### config.mk
export PLATFORM = sky130hd
export DESIGN_NAME = date_add_subtract_days_unit_flat
export DESIGN_NICKNAME = d
export VERILOG_FILES = /design/src/rtl/dasd_pkg.sv /design/src/rtl/dasd_cmd_if.sv /design/src/rtl/dasd_res_if.sv /design/src/rtl/date_add_subtract_days_unit.sv /design/src/flat_wrapper.sv
export SDC_FILE = /design/constraint.sdc
export NUM_CORES = 1
export LEC_CHECK = 0
export ABC_AREA = 1
export CAP_MARGIN = 20
export CELL_PAD_IN_SITES_DETAIL_PLACEMENT = 1
export CELL_PAD_IN_SITES_GLOBAL_PLACEMENT = 2
export CORE_MARGIN = 4
export CORE_UTILIZATION = 36
export CTS_CLUSTER_SIZE = 8
export DETAILED_ROUTE_END_ITERATION = 6
export DONT_BUFFER_PORTS = 1
export GPL_TIMING_DRIVEN = 0
export PLACE_DENSITY = 0.81
export SLEW_MARGIN = 20
export SYNTH_ARGS = -nofsm -noshare
export SYNTH_HDL_FRONTEND = slang
export SYNTH_SLANG_ARGS = --single-unit
### constraint.sdc
create_clock -name clk -period 4.4 [get_ports clk]
set_clock_uncertainty 0.15 [all_clocks]
set_input_delay 0.22 -clock clk [delete_from_list [all_inputs] [get_ports clk]]
set_output_delay 0.22 -clock clk [all_outputs]
set_load 0.03 [all_outputs]
### src/rtl/dasd_pkg.sv
// ----------------------------------------------------------------------------
// dasd_pkg
// Shared widths, codes and calendar helpers for the date add/subtract unit.
// ----------------------------------------------------------------------------
package dasd_pkg;

    // Field widths
    localparam int OP_W        = 1;
    localparam int DAY_W       = 5;
    localparam int MONTH_W     = 4;
    localparam int YEAR_W      = 14;
    localparam int DAY_COUNT_W = 20;
    localparam int STATUS_W    = 2;

    // Default number of count bits in use
    localparam int COUNT_BITS_DEF = 20;

    // Operation codes
    localparam logic [OP_W-1:0] OP_ADD = 1'b0;
    localparam logic [OP_W-1:0] OP_SUB = 1'b1;

    // Status codes
    localparam logic [STATUS_W-1:0] STATUS_OK        = 2'd0;
    localparam logic [STATUS_W-1:0] STATUS_BAD_DATE  = 2'd1;
    localparam logic [STATUS_W-1:0] STATUS_YEAR_OVFL = 2'd2;

    // Calendar limits
    localparam logic [YEAR_W-1:0]  YEAR_MIN = 14'd1;
    localparam logic [YEAR_W-1:0]  YEAR_MAX = 14'd9999;
    localparam logic [MONTH_W-1:0] MONTH_JAN = 4'd1;
    localparam logic [MONTH_W-1:0] MONTH_FEB = 4'd2;
    localparam logic [MONTH_W-1:0] MONTH_DEC = 4'd12;
    localparam logic [DAY_W-1:0]   DAY_FIRST = 5'd1;

    // Century split: year / 100 as (year * 5243) >> 19, exact for 14-bit years
    localparam int                 RECIP_W     = 13;
    localparam logic [RECIP_W-1:0] RECIP_100   = 13'd5243;
    localparam int                 RECIP_SHIFT = 19;
    localparam int                 PROD_W      = YEAR_W + RECIP_W;
    localparam int                 CENT_W      = PROD_W - RECIP_SHIFT;
    localparam int                 YLO_W       = 7;
    localparam logic [YLO_W-1:0]   YLO_LAST    = 7'd99;
    localparam logic [YLO_W-1:0]   HUNDRED     = 7'd100;

    // Leap rule from year[1:0], year mod 100 and century mod 4
    function automatic logic is_leap(input logic [1:0] year_lsb,
                                     input logic [YLO_W-1:0] ylo,
                                     input logic [1:0] cen);
        logic by4;
        logic cent_yr;
        by4     = (year_lsb == 2'd0);
        cent_yr = (ylo == '0);
        return (by4 && !cent_yr) || (cent_yr && (cen == 2'd0));
    endfunction

    // Month length; zero for a month code outside 1..12
    function automatic logic [DAY_W-1:0] days_in(input logic [MONTH_W-1:0] m,
                                                 input logic leap);
        logic [DAY_W-1:0] len;
        unique case (m)
            4'd1, 4'd3, 4'd5, 4'd7, 4'd8, 4'd10, 4'd12: len = 5'd31;
            4'd4, 4'd6, 4'd9, 4'd11:                    len = 5'd30;
            4'd2:                                       len = leap ? 5'd29 : 5'd28;
            default:                                    len = 5'd0;
        endcase
        return len;
    endfunction

endpackage

### src/rtl/dasd_cmd_if.sv
// ----------------------------------------------------------------------------
// dasd_cmd_if
// Request channel: a date, a day count and an operation per beat.
// ----------------------------------------------------------------------------
interface dasd_cmd_if;
    logic                             valid;
    logic                             ready;
    logic [dasd_pkg::OP_W-1:0]        operation;
    logic [dasd_pkg::DAY_W-1:0]       day;
    logic [dasd_pkg::MONTH_W-1:0]     month;
    logic [dasd_pkg::YEAR_W-1:0]      year;
    logic [dasd_pkg::DAY_COUNT_W-1:0] day_count;

    modport source (output valid, operation, day, month, year, day_count,
                    input ready);
    modport sink   (input valid, operation, day, month, year, day_count,
                    output ready);
endinterface

### src/rtl/dasd_res_if.sv
// ----------------------------------------------------------------------------
// dasd_res_if
// Result channel: resulting date and status per beat.
// ----------------------------------------------------------------------------
interface dasd_res_if;
    logic                          valid;
    logic                          ready;
    logic [dasd_pkg::DAY_W-1:0]    result_day;
    logic [dasd_pkg::MONTH_W-1:0]  result_month;
    logic [dasd_pkg::YEAR_W-1:0]   result_year;
    logic [dasd_pkg::STATUS_W-1:0] status;

    modport source (output valid, result_day, result_month, result_year, status,
                    input ready);
    modport sink   (input valid, result_day, result_month, result_year, status,
                    output ready);
endinterface

### src/rtl/date_add_subtract_days_unit.sv
// ----------------------------------------------------------------------------
// date_add_subtract_days_unit
// Adds or subtracts a day count to a Gregorian date, one month per cycle.
// ----------------------------------------------------------------------------
// One beat on cmd gives one beat on res, and the unit takes one request at a
// time. The century multiply runs on the beat itself. The unit then passes
// through the DIV, REM and CHECK states for the year split (year-of-century
// by multiply-subtract) and the date check. It then walks the calendar one
// month per cycle through a single month-length/count update unit. The walk
// places the day inside the last month and then sees the count at zero. A
// last DONE state hands the result to the output register. An invalid date
// goes from the check straight to DONE without a walk, and a zero count
// leaves the walk before any month is crossed. cmd.ready rises again in the
// cycle after the result is loaded. The longest count walks some 34k months.
// cmd.ready is high only while the unit is idle; a finished result may wait
// in the output register while the next beat is taken.
// Invalid dates (status 1) and walks leaving years 1..9999 (status 2) echo
// the input date. Only the low COUNT_BITS bits of day_count are used.
module date_add_subtract_days_unit #(
    parameter int COUNT_BITS = dasd_pkg::COUNT_BITS_DEF
) (
    input  logic       clk,
    input  logic       rst_n,
    dasd_cmd_if.sink   cmd,
    dasd_res_if.source res
);

    localparam int CW = (COUNT_BITS < dasd_pkg::DAY_COUNT_W) ?
                        COUNT_BITS : dasd_pkg::DAY_COUNT_W;

    // Sequencer states
    localparam logic [2:0] ST_IDLE  = 3'd0;
    localparam logic [2:0] ST_DIV   = 3'd1;
    localparam logic [2:0] ST_REM   = 3'd2;
    localparam logic [2:0] ST_CHECK = 3'd3;
    localparam logic [2:0] ST_WALK  = 3'd4;
    localparam logic [2:0] ST_DONE  = 3'd5;

    logic [2:0] state_reg, state_next;

    // Request capture (echoed on error)
    logic [dasd_pkg::OP_W-1:0]    op_reg;
    logic [dasd_pkg::DAY_W-1:0]   d0_reg;
    logic [dasd_pkg::MONTH_W-1:0] m0_reg;
    logic [dasd_pkg::YEAR_W-1:0]  y0_reg;

    // Working date and count
    logic [dasd_pkg::DAY_W-1:0]   d_reg, d_next;
    logic [dasd_pkg::MONTH_W-1:0] m_reg, m_next;
    logic [dasd_pkg::YEAR_W-1:0]  y_reg, y_next;
    logic [CW-1:0]                cnt_reg, cnt_next;
    logic [dasd_pkg::YLO_W-1:0]   ylo_reg, ylo_next;
    logic [1:0]                   cen_reg, cen_next;
    logic [dasd_pkg::CENT_W-1:0]  q_reg;
    logic [dasd_pkg::STATUS_W-1:0] status_reg, status_next;

    // Output register
    logic                          out_valid_reg;
    logic [dasd_pkg::DAY_W-1:0]    out_day_reg;
    logic [dasd_pkg::MONTH_W-1:0]  out_month_reg;
    logic [dasd_pkg::YEAR_W-1:0]   out_year_reg;
    logic [dasd_pkg::STATUS_W-1:0] out_status_reg;

    logic                          cmd_beat;
    logic                          out_load;
    logic [dasd_pkg::PROD_W-1:0]   cent_prod;
    logic [dasd_pkg::YEAR_W-1:0]   cent_scaled;
    logic [dasd_pkg::YEAR_W-1:0]   ylo_full;
    logic                          leap;
    logic [dasd_pkg::DAY_W-1:0]    cur_len;
    logic [dasd_pkg::DAY_W-1:0]    room;
    logic [CW-1:0]                 room_ext;
    logic [CW-1:0]                 d_ext;
    logic                          date_ok;

    assign cmd_beat  = cmd.valid && cmd.ready;
    assign cmd.ready = (state_reg == ST_IDLE);
    assign out_load  = (state_reg == ST_DONE) && (!out_valid_reg || res.ready);

    // Century split datapath
    assign cent_prod   = dasd_pkg::PROD_W'(cmd.year) * dasd_pkg::PROD_W'(dasd_pkg::RECIP_100);
    assign cent_scaled = dasd_pkg::YEAR_W'(q_reg) * dasd_pkg::YEAR_W'(dasd_pkg::HUNDRED);
    assign ylo_full    = y_reg - cent_scaled;

    // Month length of the working date
    assign leap     = dasd_pkg::is_leap(y_reg[1:0], ylo_reg, cen_reg);
    assign cur_len  = dasd_pkg::days_in(m_reg, leap);
    assign room     = cur_len - d_reg;
    assign room_ext = CW'(room);
    assign d_ext    = CW'(d_reg);
    assign date_ok  = (m_reg >= dasd_pkg::MONTH_JAN) && (m_reg <= dasd_pkg::MONTH_DEC) &&
                      (y_reg >= dasd_pkg::YEAR_MIN) && (y_reg <= dasd_pkg::YEAR_MAX) &&
                      (d_reg != '0) && (d_reg <= cur_len);

    // Sequencer and month-step unit
    always_comb
    begin
        state_next  = state_reg;
        d_next      = d_reg;
        m_next      = m_reg;
        y_next      = y_reg;
        cnt_next    = cnt_reg;
        ylo_next    = ylo_reg;
        cen_next    = cen_reg;
        status_next = status_reg;
        unique case (state_reg)
            ST_IDLE:
            begin
                if (cmd_beat)
                begin
                    d_next      = cmd.day;
                    m_next      = cmd.month;
                    y_next      = cmd.year;
                    cnt_next    = cmd.day_count[CW-1:0];
                    status_next = dasd_pkg::STATUS_OK;
                    state_next  = ST_DIV;
                end
            end
            ST_DIV:
            begin
                state_next = ST_REM;
            end
            ST_REM:
            begin
                ylo_next   = ylo_full[dasd_pkg::YLO_W-1:0];
                cen_next   = q_reg[1:0];
                state_next = ST_CHECK;
            end
            ST_CHECK:
            begin
                if (date_ok)
                begin
                    state_next = ST_WALK;
                end
                else
                begin
                    status_next = dasd_pkg::STATUS_BAD_DATE;
                    state_next  = ST_DONE;
                end
            end
            ST_WALK:
            begin
                if (cnt_reg == '0)
                begin
                    state_next = ST_DONE;
                end
                else if (op_reg == dasd_pkg::OP_ADD)
                begin
                    if (cnt_reg > room_ext)
                    begin
                        // Cross into the next month
                        cnt_next = cnt_reg - room_ext - CW'(1);
                        d_next   = dasd_pkg::DAY_FIRST;
                        if (m_reg == dasd_pkg::MONTH_DEC)
                        begin
                            if (y_reg >= dasd_pkg::YEAR_MAX)
                            begin
                                status_next = dasd_pkg::STATUS_YEAR_OVFL;
                                state_next  = ST_DONE;
                            end
                            else
                            begin
                                m_next = dasd_pkg::MONTH_JAN;
                                y_next = y_reg + dasd_pkg::YEAR_W'(1);
                                if (ylo_reg == dasd_pkg::YLO_LAST)
                                begin
                                    ylo_next = '0;
                                    cen_next = cen_reg + 2'd1;
                                end
                                else
                                begin
                                    ylo_next = ylo_reg + dasd_pkg::YLO_W'(1);
                                end
                            end
                        end
                        else
                        begin
                            m_next = m_reg + dasd_pkg::MONTH_W'(1);
                        end
                    end
                    else
                    begin
                        d_next   = d_reg + cnt_reg[dasd_pkg::DAY_W-1:0];
                        cnt_next = '0;
                    end
                end
                else
                begin
                    if (d_ext > cnt_reg)
                    begin
                        d_next   = d_reg - cnt_reg[dasd_pkg::DAY_W-1:0];
                        cnt_next = '0;
                    end
                    else
                    begin
                        // Back into the last day of the previous month
                        cnt_next = cnt_reg - d_ext;
                        if (m_reg == dasd_pkg::MONTH_JAN)
                        begin
                            if (y_reg <= dasd_pkg::YEAR_MIN)
                            begin
                                status_next = dasd_pkg::STATUS_YEAR_OVFL;
                                state_next  = ST_DONE;
                            end
                            else
                            begin
                                m_next = dasd_pkg::MONTH_DEC;
                                y_next = y_reg - dasd_pkg::YEAR_W'(1);
                                d_next = dasd_pkg::days_in(dasd_pkg::MONTH_DEC, 1'b0);
                                if (ylo_reg == '0)
                                begin
                                    ylo_next = dasd_pkg::YLO_LAST;
                                    cen_next = cen_reg - 2'd1;
                                end
                                else
                                begin
                                    ylo_next = ylo_reg - dasd_pkg::YLO_W'(1);
                                end
                            end
                        end
                        else
                        begin
                            m_next = m_reg - dasd_pkg::MONTH_W'(1);
                            d_next = dasd_pkg::days_in(m_reg - dasd_pkg::MONTH_W'(1), leap);
                        end
                    end
                end
            end
            ST_DONE:
            begin
                if (out_load)
                begin
                    state_next = ST_IDLE;
                end
            end
            default:
            begin
                state_next = ST_IDLE;
            end
        endcase
    end

    // Control state
    always_ff @(posedge clk or negedge rst_n)
    begin
        if (!rst_n)
        begin
            state_reg     <= ST_IDLE;
            out_valid_reg <= 1'b0;
        end
        else
        begin
            state_reg <= state_next;
            if (out_load)
            begin
                out_valid_reg <= 1'b1;
            end
            else if (res.ready)
            begin
                out_valid_reg <= 1'b0;
            end
        end
    end

    // Datapath registers
    always_ff @(posedge clk)
    begin
        d_reg      <= d_next;
        m_reg      <= m_next;
        y_reg      <= y_next;
        cnt_reg    <= cnt_next;
        ylo_reg    <= ylo_next;
        cen_reg    <= cen_next;
        status_reg <= status_next;
        if (cmd_beat)
        begin
            op_reg <= cmd.operation;
            d0_reg <= cmd.day;
            m0_reg <= cmd.month;
            y0_reg <= cmd.year;
            q_reg  <= cent_prod[dasd_pkg::PROD_W-1:dasd_pkg::RECIP_SHIFT];
        end
        if (out_load)
        begin
            out_status_reg <= status_reg;
            if (status_reg == dasd_pkg::STATUS_OK)
            begin
                out_day_reg   <= d_reg;
                out_month_reg <= m_reg;
                out_year_reg  <= y_reg;
            end
            else
            begin
                out_day_reg   <= d0_reg;
                out_month_reg <= m0_reg;
                out_year_reg  <= y0_reg;
            end
        end
    end

    assign res.valid        = out_valid_reg;
    assign res.result_day   = out_day_reg;
    assign res.result_month = out_month_reg;
    assign res.result_year  = out_year_reg;
    assign res.status       = out_status_reg;

`ifndef SYNTHESIS
    // Accepted beat always starts the century split
    a_beat_starts: assert property (@(posedge clk) disable iff (!rst_n)
        cmd_beat |=> (state_reg == ST_DIV))
        else $error("accepted beat did not start the sequencer");

    // Walk keeps a real day and a year-of-century below one hundred
    a_walk_sane: assert property (@(posedge clk) disable iff (!rst_n)
        (state_reg == ST_WALK) |-> (d_reg != '0) && (d_reg <= cur_len) &&
                                   (ylo_reg < dasd_pkg::HUNDRED))
        else $error("walk left a valid date");

    // Year-of-century tracks the year in the low two bits
    a_ylo_track: assert property (@(posedge clk) disable iff (!rst_n)
        (state_reg == ST_WALK) |-> (ylo_reg[1:0] == y_reg[1:0]))
        else $error("year-of-century out of step with year");

    // A good result is a real calendar date
    a_ok_result: assert property (@(posedge clk) disable iff (!rst_n)
        (res.valid && (res.status == dasd_pkg::STATUS_OK)) |->
            (res.result_month >= dasd_pkg::MONTH_JAN) &&
            (res.result_month <= dasd_pkg::MONTH_DEC) &&
            (res.result_year >= dasd_pkg::YEAR_MIN) &&
            (res.result_year <= dasd_pkg::YEAR_MAX) &&
            (res.result_day != '0))
        else $error("ok result is not a valid date");
`endif

endmodule
### src/flat_wrapper.sv
// flat-port wrapper written by rule: the top's interface ports become plain ports
module date_add_subtract_days_unit_flat 
#(
    parameter int COUNT_BITS = dasd_pkg::COUNT_BITS_DEF
)
  (clk, rst_n, cmd_valid, cmd_operation, cmd_day, cmd_month, cmd_year, cmd_day_count, cmd_ready, res_valid, res_result_day, res_result_month, res_result_year, res_status, res_ready);
  dasd_cmd_if cmd_i ();
  dasd_res_if res_i ();
  input  logic clk;
  input  logic rst_n;
  input wire logic [$bits(cmd_i.valid)-1:0] cmd_valid;
  input wire logic [$bits(cmd_i.operation)-1:0] cmd_operation;
  input wire logic [$bits(cmd_i.day)-1:0] cmd_day;
  input wire logic [$bits(cmd_i.month)-1:0] cmd_month;
  input wire logic [$bits(cmd_i.year)-1:0] cmd_year;
  input wire logic [$bits(cmd_i.day_count)-1:0] cmd_day_count;
  output wire logic [$bits(cmd_i.ready)-1:0] cmd_ready;
  output wire logic [$bits(res_i.valid)-1:0] res_valid;
  output wire logic [$bits(res_i.result_day)-1:0] res_result_day;
  output wire logic [$bits(res_i.result_month)-1:0] res_result_month;
  output wire logic [$bits(res_i.result_year)-1:0] res_result_year;
  output wire logic [$bits(res_i.status)-1:0] res_status;
  input wire logic [$bits(res_i.ready)-1:0] res_ready;
  assign cmd_i.valid = cmd_valid;
  assign cmd_i.operation = cmd_operation;
  assign cmd_i.day = cmd_day;
  assign cmd_i.month = cmd_month;
  assign cmd_i.year = cmd_year;
  assign cmd_i.day_count = cmd_day_count;
  assign cmd_ready = cmd_i.ready;
  assign res_valid = res_i.valid;
  assign res_result_day = res_i.result_day;
  assign res_result_month = res_i.result_month;
  assign res_result_year = res_i.result_year;
  assign res_status = res_i.status;
  assign res_i.ready = res_ready;
  date_add_subtract_days_unit #(.COUNT_BITS(COUNT_BITS)) u_core (.clk(clk), .rst_n(rst_n), .cmd(cmd_i), .res(res_i));
endmodule
Word-level counts from Yosys, hierarchy flattened
Index checks and enable logic that the tools add are counted.
- bits in registers: 115
- bits of input ports: 48
- output and inout port bits: 27
- word-level logic and storage cells: 220
- add/sub/neg operators: 15
- $mul: 2
- $lt $le $gt $ge: 9
- eq/ne operators: 53
- multiplexer cells: 87
- reductions and logical operators: 36
- operator list (cell ; number):
    2-to-1 mux 14 bit ; 10
    2-to-1 mux 20 bit ; 5
    2-to-1 mux 7 bit ; 10
    equality test 4 bit (second input constant) ; 10
    2-to-1 mux 2 bit ; 20
    2-to-1 mux 4 bit ; 10
    2-to-1 mux 5 bit ; 8
    case mux 20 bit (2 select lines) ; 1
    subtractor 20 x 5 -> 20 bit ; 2
    equality test 4 x 3 -> 1 bit (second input constant) ; 8
    2-to-1 mux 3 bit ; 10
    case mux 5 bit (3 select lines) ; 2
    case mux 14 bit (2 select lines) ; 1
    multiplier 14 x 13 -> 27 bit (second input constant) ; 1
    greater-than comparator 20 x 5 -> 1 bit ; 1
    greater-than comparator 5 x 20 -> 1 bit ; 1
    zero test 20 bit ; 1
    AND reduction 10 bit ; 2
    subtractor 20 x 1 -> 20 bit (second input constant) ; 1
    case mux 3 bit (6 select lines) ; 1
    equality test 4 x 2 -> 1 bit (second input constant) ; 4
    inequality test 4 bit (second input constant) ; 4
    AND reduction 8 bit ; 2
    inequality test 3 bit (second input constant) ; 5
    52 further kinds ; 82

Longest topological paths before layout
Gate-level depths: netlist (run 1).
- depth in word-level cells: 13
- depth in mapped cells: 28
- gate-level depth less buffers: 28

Worst setup path before layout (run 1)
No wires, ideal clock.
- path type: register -> register
- from: reg u_core.m_reg[1] in the netlist's numbering
- to: reg u_core.y_reg[0] in the netlist's numbering, enable pin
- setup time: 0.384 ns
- arrival time: 3.782 ns
- required time: 3.866 ns
- slack: 0.083 ns
- stages on the path, launching flop included: 23
- path buffers: 0
- period minus slack after synthesis: 4.317 ns
- path through: edfxtp_1 -> inv_1 -> ha_1 -> inv_1 -> a21oi_1 -> nor3b_1 -> nand2_1 -> inv_1 -> ha_1 -> inv_1 -> fa_1 -> nand3_1 -> nand2_1 -> xnor2_1 -> ha_1 -> nand3_2 -> nor2_1 -> nand2_1 -> nand2_2 -> nand2_2 -> nand3_1 -> nand3_2 -> nor2_1
- word-level cells in the longest chain between the ends: 7
- elaborated cells on any way between the ends: 21
- those cells by class: add/sub (1); order compare (1); eq/ne (15); mux (1); reduce/logical (3)
- ends and longest elaborated chain (what ; RTL line ; RTL):
    from (decl) ; date_add_subtract_days_unit.sv:49 ; logic [dasd_pkg::MONTH_W-1:0] m_reg, m_next;
    from (signal assigned) ; date_add_subtract_days_unit.sv:269 ; m_reg <= m_next;
    equality test 4 x 2 -> 1 bit, or another cell as far along ; dasd_pkg.sv:60 ; unique case (m)
    OR reduction 7 bit / OR reduction 4 bit (equally long branches) ; dasd_pkg.sv:60 ;
    case mux 5 bit (3 select lines) ; dasd_pkg.sv:60 ;
    subtractor 5 bit ; date_add_subtract_days_unit.sv:88 ; assign room = cur_len - d_reg;
    greater-than comparator 20 x 5 -> 1 bit ; date_add_subtract_days_unit.sv:149 ; if (cnt_reg > room_ext)
    inequality test 3 x 1 -> 1 bit (no source line) ; n/a ;
    AND reduction 9 bit (no source line) * ; n/a ;
    to (signal assigned) ; date_add_subtract_days_unit.sv:270 ; y_reg <= y_next;
    to (decl) ; date_add_subtract_days_unit.sv:50 ; logic [dasd_pkg::YEAR_W-1:0] y_reg, y_next;
Mark *: on every way between the ends. The rest lies on a longest branch, timed or not.
A chain may end at the register's enable or synchronous reset.

Worst setup path in the final report (run 1)
- from: reg u_core.m_reg[0] in the netlist's numbering
- to: reg u_core.y_reg[10] in the netlist's numbering, enable pin
Same word-level chain as after synthesis.

==> results by group, run 1 <==
Floorplanning
  – DIE AREA: 35000 um^2
  – Die Ht: 187 um
  – Core area: 31600 um^2
  – Initial cell density of the core: 36.5%
  – Ports: 75
  – Rows: 65
  – DIE WIDTH: 187 um

Final layout
  – Share of cells above drive strength 1: 8.96%
  – Layout area overhead: 14.0%
  – Core Util, Final: 41.7%
  – Ant. Diodes: 0
  – Fill cells: 3803
  – Final instance area: 13200 um^2
  – Fin nets: 1735
  – Final Non-Filler Cells: 1897
  – Max reg flops: 20

Timing
  – PnR worst setup slack: 0.251 ns
  – Fin crit period: 4.15 ns
  – Worst slew pin tran: 0.820 ns
  – Final Cycle Share: 94.3%
  – Hold Fails Final Rpt: 0
  – Fmax: 241 MHz
  – Fin. max-slew vios: 0
  – Rel. slew slack: 45.3%
  – # setup viols final: 0

Hold path
  – HP Class: primary input to flip-flop
  – WHS Path Cells: 2

Worst setup path
  – Arr. time, crit path: 4.10 ns
  – Crit path max fanout: 12
  – Crit Path Class: flip-flop to flip-flop
  – Crit-path cells: inv_4, ha_2, inv_1, a21oi_2, nor3b_4, nand2_1, inv_1, ha_1, inv_1, fa_2, nand3_1, nand2_1, xnor2_2, ha_2, nand3_2, nor2_1, nand2_1, nand2_2, nand2_4, nand3_2, nand3_4, nor2_4, buf_12
  – Crit. path cell count: 23
  – Number of buffers and inverters on the critical path: 5
  – Slowest CP cell: edfxtp_1
  – Required @ worst endpoint: 4.35 ns
  – CP startpoint kind: flip-flop
  – CP endpoint kind: flip-flop
  – Reg2reg path depth: 23
  – Crit path largest cell delay: 0.47 ns
  – CP top delay family: simple AND/OR/NAND/NOR gates
  – Flop-to-flop setup slack: 0.25 ns

CTS
  – CTS tree: done
  – TritonCTS Buffers: 9
  – Clock Latency Late Sink: 0.38 ns
  – Clk slew on worst S/H paths: 0.09 ns
  – CTS Buffer Depth: 2
  – Clock root buffer: clkbuf_16
  – Sinks on Clock Net: 112
  – H-tree levels: 3

Drt
  – DR pass1 iterations: 5
  – Final antenna-violating net count: 0
  – WL per Instance: 19.4 um
  – Final wirelength: 36.8 mm
  – Routed via count: 9673
  – DRT iter0 DRCs: 456
  – Via/cell ratio: 5.10
  – Drt drc: 0

Synth
  – Synth top area share: 28.1%
  – Sequential-to-total area share from yosys stat: 28.9%
  – Mean Syn Cell Area: 8.13 um^2
  – Top post-synthesis cells by area: edfxtp_1 28%, ha_1 14%, fa_1 12%
  – Synth Flop Type: edfxtp_1
  – Cell Area, Synth: 11600 um^2
  – Synth cell types: 50
  – Net Count, Synth: 1667
  – Yosys top cell by area: edfxtp_1
  – Yosys warnings: 0
  – Yosys reg bits: 112
  – Post-synth EDFFs: 108
  – Mapped Cells: 1422
  – Fraction of registers with async set or reset after synthesis: 3.57%

Global route
  – Largest net degree at the start of global routing: 23
  – Vias in the first global route: 10500
  – First-pass GRT wire length: 58.5 mm
  – Antenna violations before repair: 0
  – GRT Residual Overflow: 0
  – Total GRT Usage: 21.1%

Placed design
  – Placed inst area: 12100 um^2
  – Worst Setup Slack post-DPL: -0.695 ns
  – HPWL reported at the end of detailed placement: 29.1 mm
  – I/O Buffers: 0
  – Dpl cells: 1827
  – Final RePlAce weighted congestion: 0.856

Power and ir drop
  – Internal power: 0.00459 W
  – Switching fraction of total power: 52.9%
  – Power density relative to cell area: 739 nW/um^2
  – VDD IR max: 0.507 mV
  – Comb power frac: 68.8%
  – Register share of total power: 21.7%
  – Net switching power: 0.00515 W
  – Clk pwr share: 9.5%
  – Lkg Pwr: 5.96 nW

Run
  – Max-cap violations: 0

Status
  – Status: complete, no violations
## cell usage in the layout (no fill, tap or decap), drive strengths merged, types with 2 or more instances in the layout
cell	count
mux2	4
inv	244
or2	7
nor3	26
nand3b	2
clkinv	2
buf	29
o22ai	2
nor3b	2
edfxtp	108
nand4	17
dlygate4sd3	48
a21boi	2
clkbuf	21
nor4	2
o21ai	80
xnor2	13
xor2	41
nand3	105
nor2	167
a21o	3
ha	129
a31oi	15
fa	68
nand2	280
dfrtp	4
a21oi	65
o21bai	3
## timing repair
action | 4_1_cts | 5_1_grt
resized for setup | 17 | 26
endpoints found under the hold margin | 67 | 0
endpoints found under the setup margin | 44 | 53
pin swaps | 5 | 4
buffers inserted | 6 | 3
cloned | 0 | 0
hold buffers | 48 | 0
## synth_stat cells (3+ instances only)
library cell  instances
nand3_1              97
nand3_2               7
nor2_1              154
a31oi_1              11
dfrtp_1               4
or2_2                 5
a21o_1                3
xnor2_1              13
nor3_1               25
inv_1               229
fa_1                 68
buf_2                12
a21oi_1              63
ha_1                129
inv_2                 9
nor2_4                6
a31oi_2               4
o21ai_0              74
xor2_1               41
o21bai_1              3
nor2_2                7
nand2_1             271
mux2_2                4
o21ai_1               6
nand4_1              17
nand2_2               6
clkbuf_1             15
edfxtp_1            108
## final cells by class
| cell class | instances | area, um^2 | share of cell area, % |
|---|---|---|---|
| Multi-Input combinational cell | 1038 | 7330 | 55.6 |
| Sequential cell | 112 | 3340 | 25.4 |
| Inverter | 240 | 913 | 6.93 |
| Timing Repair Buffer | 60 | 623 | 4.73 |
| Tap cell | 402 | 503 | 3.82 |
| Clock buffer | 9 | 225 | 1.71 |
| Buffer | 29 | 150 | 1.14 |
| Clock inverter | 7 | 95.1 | 0.721 |
## cell families after synthesis
| family | after synthesis | share of synthesized area, % |
|---|---|---|
| multiplexers | 4 | 0.390 |
| XOR/XNOR | 54 | 4.09 |
| AND/OR/NAND/NOR | 609 | 23.3 |
| buffers and inverters | 272 | 9.28 |
| AO/OA/AOI/OAI | 174 | 8.28 |
| flip-flops | 112 | 28.9 |
| adder cells (fa/ha/maj) | 197 | 25.7 |
## path summary, 6_finish.rpt
path                                 startpoint              endpoint
setup / recovery                u_core.m_reg[0]      u_core.y_reg[10]
setup reg to reg                u_core.m_reg[0]      u_core.y_reg[10]
min in group asynchronous                 rst_n      u_core.res.valid
max in group asynchronous                 rst_n   u_core.state_reg[2]
hold reg to reg            u_core.status_reg[0]  u_core.res.status[0]
hold / removal                      cmd_year[8]       u_core.y_reg[8]
## layer usage
| metal | global-route usage, % | part of all wire, % | vias to the layer above |
|---|---|---|---|
| met3 | 2.61 | 3.0 | 29 |
| met5 | 0 | 0 | - |
| met2 | 37.9 | 51 | 137 |
| met4 | 4.89 | 1.6 | 0 |
| li1 | - | - | 4745 |
| met1 | 27.2 | 45 | 4762 |
## power groups by stage
stage	combinational [W]	clock, W	sequential [W]
5_1_grt	0.00764	0.000980	0.00216
6_report	0.00670	0.000923	0.00212
3_3_place_gp	0.00620	0	0.00211
3_5_place_dp	0.00639	0	0.00211
2_1_floorplan	0.00463	0	0.00199
4_1_cts	0.00665	0.000944	0.00208
## through the flow
stage	hold WS [ns]	setup TNS, ns	total power (W)
floorplan	-0.226	0	0.00662
global placement	-0.225	-21.81	0.00831
detailed placement	-0.225	-17.35	0.00850
CTS	0.00135	0	0.00967
global route	0.0461	-0.456	0.0108
finish	0.0273	0	0.00974
Power figures use the tool's default switching activity.
==> inputs of run 2 (changes only) <==
- GPL_TIMING_DRIVEN: 0 -> default
==> run 2 against run 1 <==
  * Design area decreased by 0.74%
  * Worst setup slack got worse by 0.045 ns
  * Non-clock buffer count decreased by 12
  * Final cell count decreased by 0.63%
  * Clock power decreased by 2%
  * Combinational power about the same
  * Sequential share of layout area increased by 0.19 points
  * Sequential power about the same
  * Worst hold slack got worse by 0.016 ns
  * Fmax decreased by 1.1%
  * First-iteration DRC count decreased by 16%
  * Highest routed layer unchanged
==> results by group, run 2 (synthesis gave the netlist of run 1 again) <==
Final layout
  – Commonest cells after routing, fill and taps aside: 269 x nand2_1, 225 x inv_1, 147 x nor2_1
  – Ant. Diodes: 0 (unchanged)
  – Max reg flops: 20 (unchanged)
  – Commonest non-fill, non-tap cell in the layout: nand2_1
  – Final instance area: 13100 um^2 (-0.74%)
  – Fin nets: 1723 (-0.69%)
  – Layout area overhead: 13.2%
  – Share of cells above drive strength 1: 8.83% (-0.13 points)

CTS
  – H-tree levels: 3 (unchanged)
  – TritonCTS Buffers: 9 (unchanged)
  – CTS Buffer Depth: 2 (unchanged)
  – CTS tree: done
  – Clock root buffer: clkbuf_16
  – Clock Latency Late Sink: 0.37 ns (about the same)
  – Clk slew on worst S/H paths: 0.08 ns (about the same)
  – Sinks on Clock Net: 112 (unchanged)

Worst setup path
  – Slowest CP cell: edfxtp_1
  – CP startpoint kind: flip-flop
  – Crit path max fanout: 5 (-7)
  – Required @ worst endpoint: 4.46 ns (+0.11 ns)
  – CP endpoint kind: flip-flop
  – Crit path largest cell delay: 0.46 ns (about the same)
  – Crit Path Class: flip-flop to flip-flop
  – Arr. time, crit path: 4.26 ns (+0.16 ns)

Timing
  – Fmax: 238 MHz (-1.1%)
  – Final Cycle Share: 95.3% (+1.0 points)
  – Hold Fails Final Rpt: 0 (unchanged)
  – Rel. slew slack: 31.4% (-14 points)
  – # setup viols final: 0 (unchanged)
  – Fin crit period: 4.19 ns (+0.0446 ns)
  – PnR worst setup slack: 0.206 ns (-0.0446 ns)
  – Final hold slack: 0.0117 ns (-0.0156 ns)
  – Worst slew pin tran: 1.03 ns (+0.209 ns)
  – Fin. max-slew vios: 0 (unchanged)

Drt
  – WL per Instance: 18.6 um (-4.0%)
  – Routed via count: 9585 (-0.91%)
  – Final wirelength: 35.1 mm (-4.6%)
  – DR pass1 iterations: 5 (unchanged)
  – DRT iter0 DRCs: 385 (-16%)
  – Drt drc: 0 (unchanged)
  – Via/cell ratio: 5.08 (-0.28%)
  – Final antenna-violating net count: 0 (unchanged)

Floorplanning
  – Initial cell density of the core: 36.5% (unchanged)
  – Core area: 31600 um^2 (unchanged)
  – DIE WIDTH: 187 um (unchanged)
  – Rows: 65 (unchanged)
  – Ports: 75 (unchanged)
  – Die Ht: 187 um (unchanged)
  – DIE AREA: 35000 um^2 (unchanged)

Power and ir drop
  – Lkg Pwr: 5.93 nW (-0.55%)
  – Internal power: 0.00466 W (+1.4%)
  – Power density relative to cell area: 745 nW/um^2 (+0.79%)
  – Switching fraction of total power: 52.2% (-0.65 points)
  – Net switching power: 0.00509 W (-1.2%)
  – Clk pwr share: 9.3% (-0.2 points)
  – Overall Power: 0.00975 W (about the same)
  – Comb power frac: 68.8% (about the same)
  – Register share of total power: 21.9% (+0.2 points)
  – VDD IR max: 0.288 mV (-43%)

Placed design
  – Placed inst area: 12100 um^2 (-0.38%)
  – HPWL reported at the end of detailed placement: 27.5 mm (-5.4%)
  – Worst Setup Slack post-DPL: -0.123 ns (+0.572 ns)
  – I/O Buffers: 0 (unchanged)
  – Final RePlAce weighted congestion: 0.838 (-2.0%)

Hold path
  – HP Class: primary input to flip-flop

Global route
  – Antenna violations before repair: 0 (unchanged)
  – Vias in the first global route: 10300 (-2.2%)
  – First-pass GRT wire length: 55.9 mm (-4.4%)
  – GRT Residual Overflow: 0 (unchanged)
  – Largest net degree at the start of global routing: 64 (+180%)
  – Total GRT Usage: 19.9% (-1.2 points)

Status
  – Status: complete, no violations

Run
  – Max-cap violations: 0 (unchanged)
## run 2: changes by cell type in the layout (fill, tap and decap cells not counted), moves of 3 or more
cell	delta
buf_4	+17
buf_2	-12
clkbuf_1	-12
nand3_1	+3
nand3_2	-3
## run 2: timing repair
action	CTS	global route
buffers inserted	3	2
pin swaps	0	6
hold buffers	47	0
endpoints found under the hold margin	66	0
resized for setup	4	33
setup endpoints to repair	37	56
cloned	0	1
## run 2: cell type report
type	count	area [um^2]
clock buffers	10	239
repair buffers	77	723
clock inverters	6	73.8
inverters	240	913
multi-input cells	1038	7290
flip-flops and latches	112	3340
well taps	402	503
fillers	3784	18600
## run 2: metrics by stage
| step | TNS, ns | util, % | instances |
|---|---|---|---|
| after detailed placement | -2.41 | 38.3 | 1815 |
| after global placement | -0.788 | 38.3 | 1815 |
| after floorplan | 0 | - | 1422 |
| after global routing | -0.0482 | 41.4 | 1885 |
| final | 0 | 41.4 | 1885 |
| after CTS | 0 | 40.8 | 1881 |
## run 2: path summary, 6_finish.rpt
check / start / cells past startpoint / end / slack, ns
worst max-delay path: u_core.m_reg[0] / 27 / u_core.d_reg[1] / 0.21
worst min-delay path: cmd_year[0] / 2 / u_core.y_reg[0] / 0.01
worst max register to register: u_core.m_reg[0] / 27 / u_core.d_reg[1] / 0.21
worst min register to register: u_core.y0_reg[4] / 1 / u_core.res.result_year[4] / 0.40
max in group asynchronous: rst_n / 2 / u_core.state_reg[2] / 3.31
min in group asynchronous: rst_n / 2 / u_core.res.valid / 0.56
## run 2: worst max-delay path: cells and delay by family, from the launching register on
| family | cells | cell delay (ns) |
|---|---|---|
| compound gates | 3 | 0.42 |
| xor+xnor | 1 | 0.18 |
| flops | 1 | 0.46 |
| simple gates | 11 | 1.12 |
| buf+inv | 8 | 0.78 |
| fa+ha+maj | 4 | 0.92 |
## run 2: layer usage
layer  wire length [um]  vias to the layer above  GRT usage [%]
li1                   -                     4736              -
met1              16300                     4724           26.2
met2              17600                       99           35.4
met3                688                       26           1.96
met4                554                        0           4.66
met5                  0                        -              0
## run 2: power by group through the flow
stage	Sequential, W	Combinational (W)	Clock, W
2_1_floorplan	0.00199	0.00463	0
3_3_place_gp	0.00215	0.00620	0
3_5_place_dp	0.00216	0.00634	0
4_1_cts	0.00213	0.00650	0.000927
5_1_grt	0.00219	0.00759	0.000963
6_report	0.00214	0.00670	0.000904
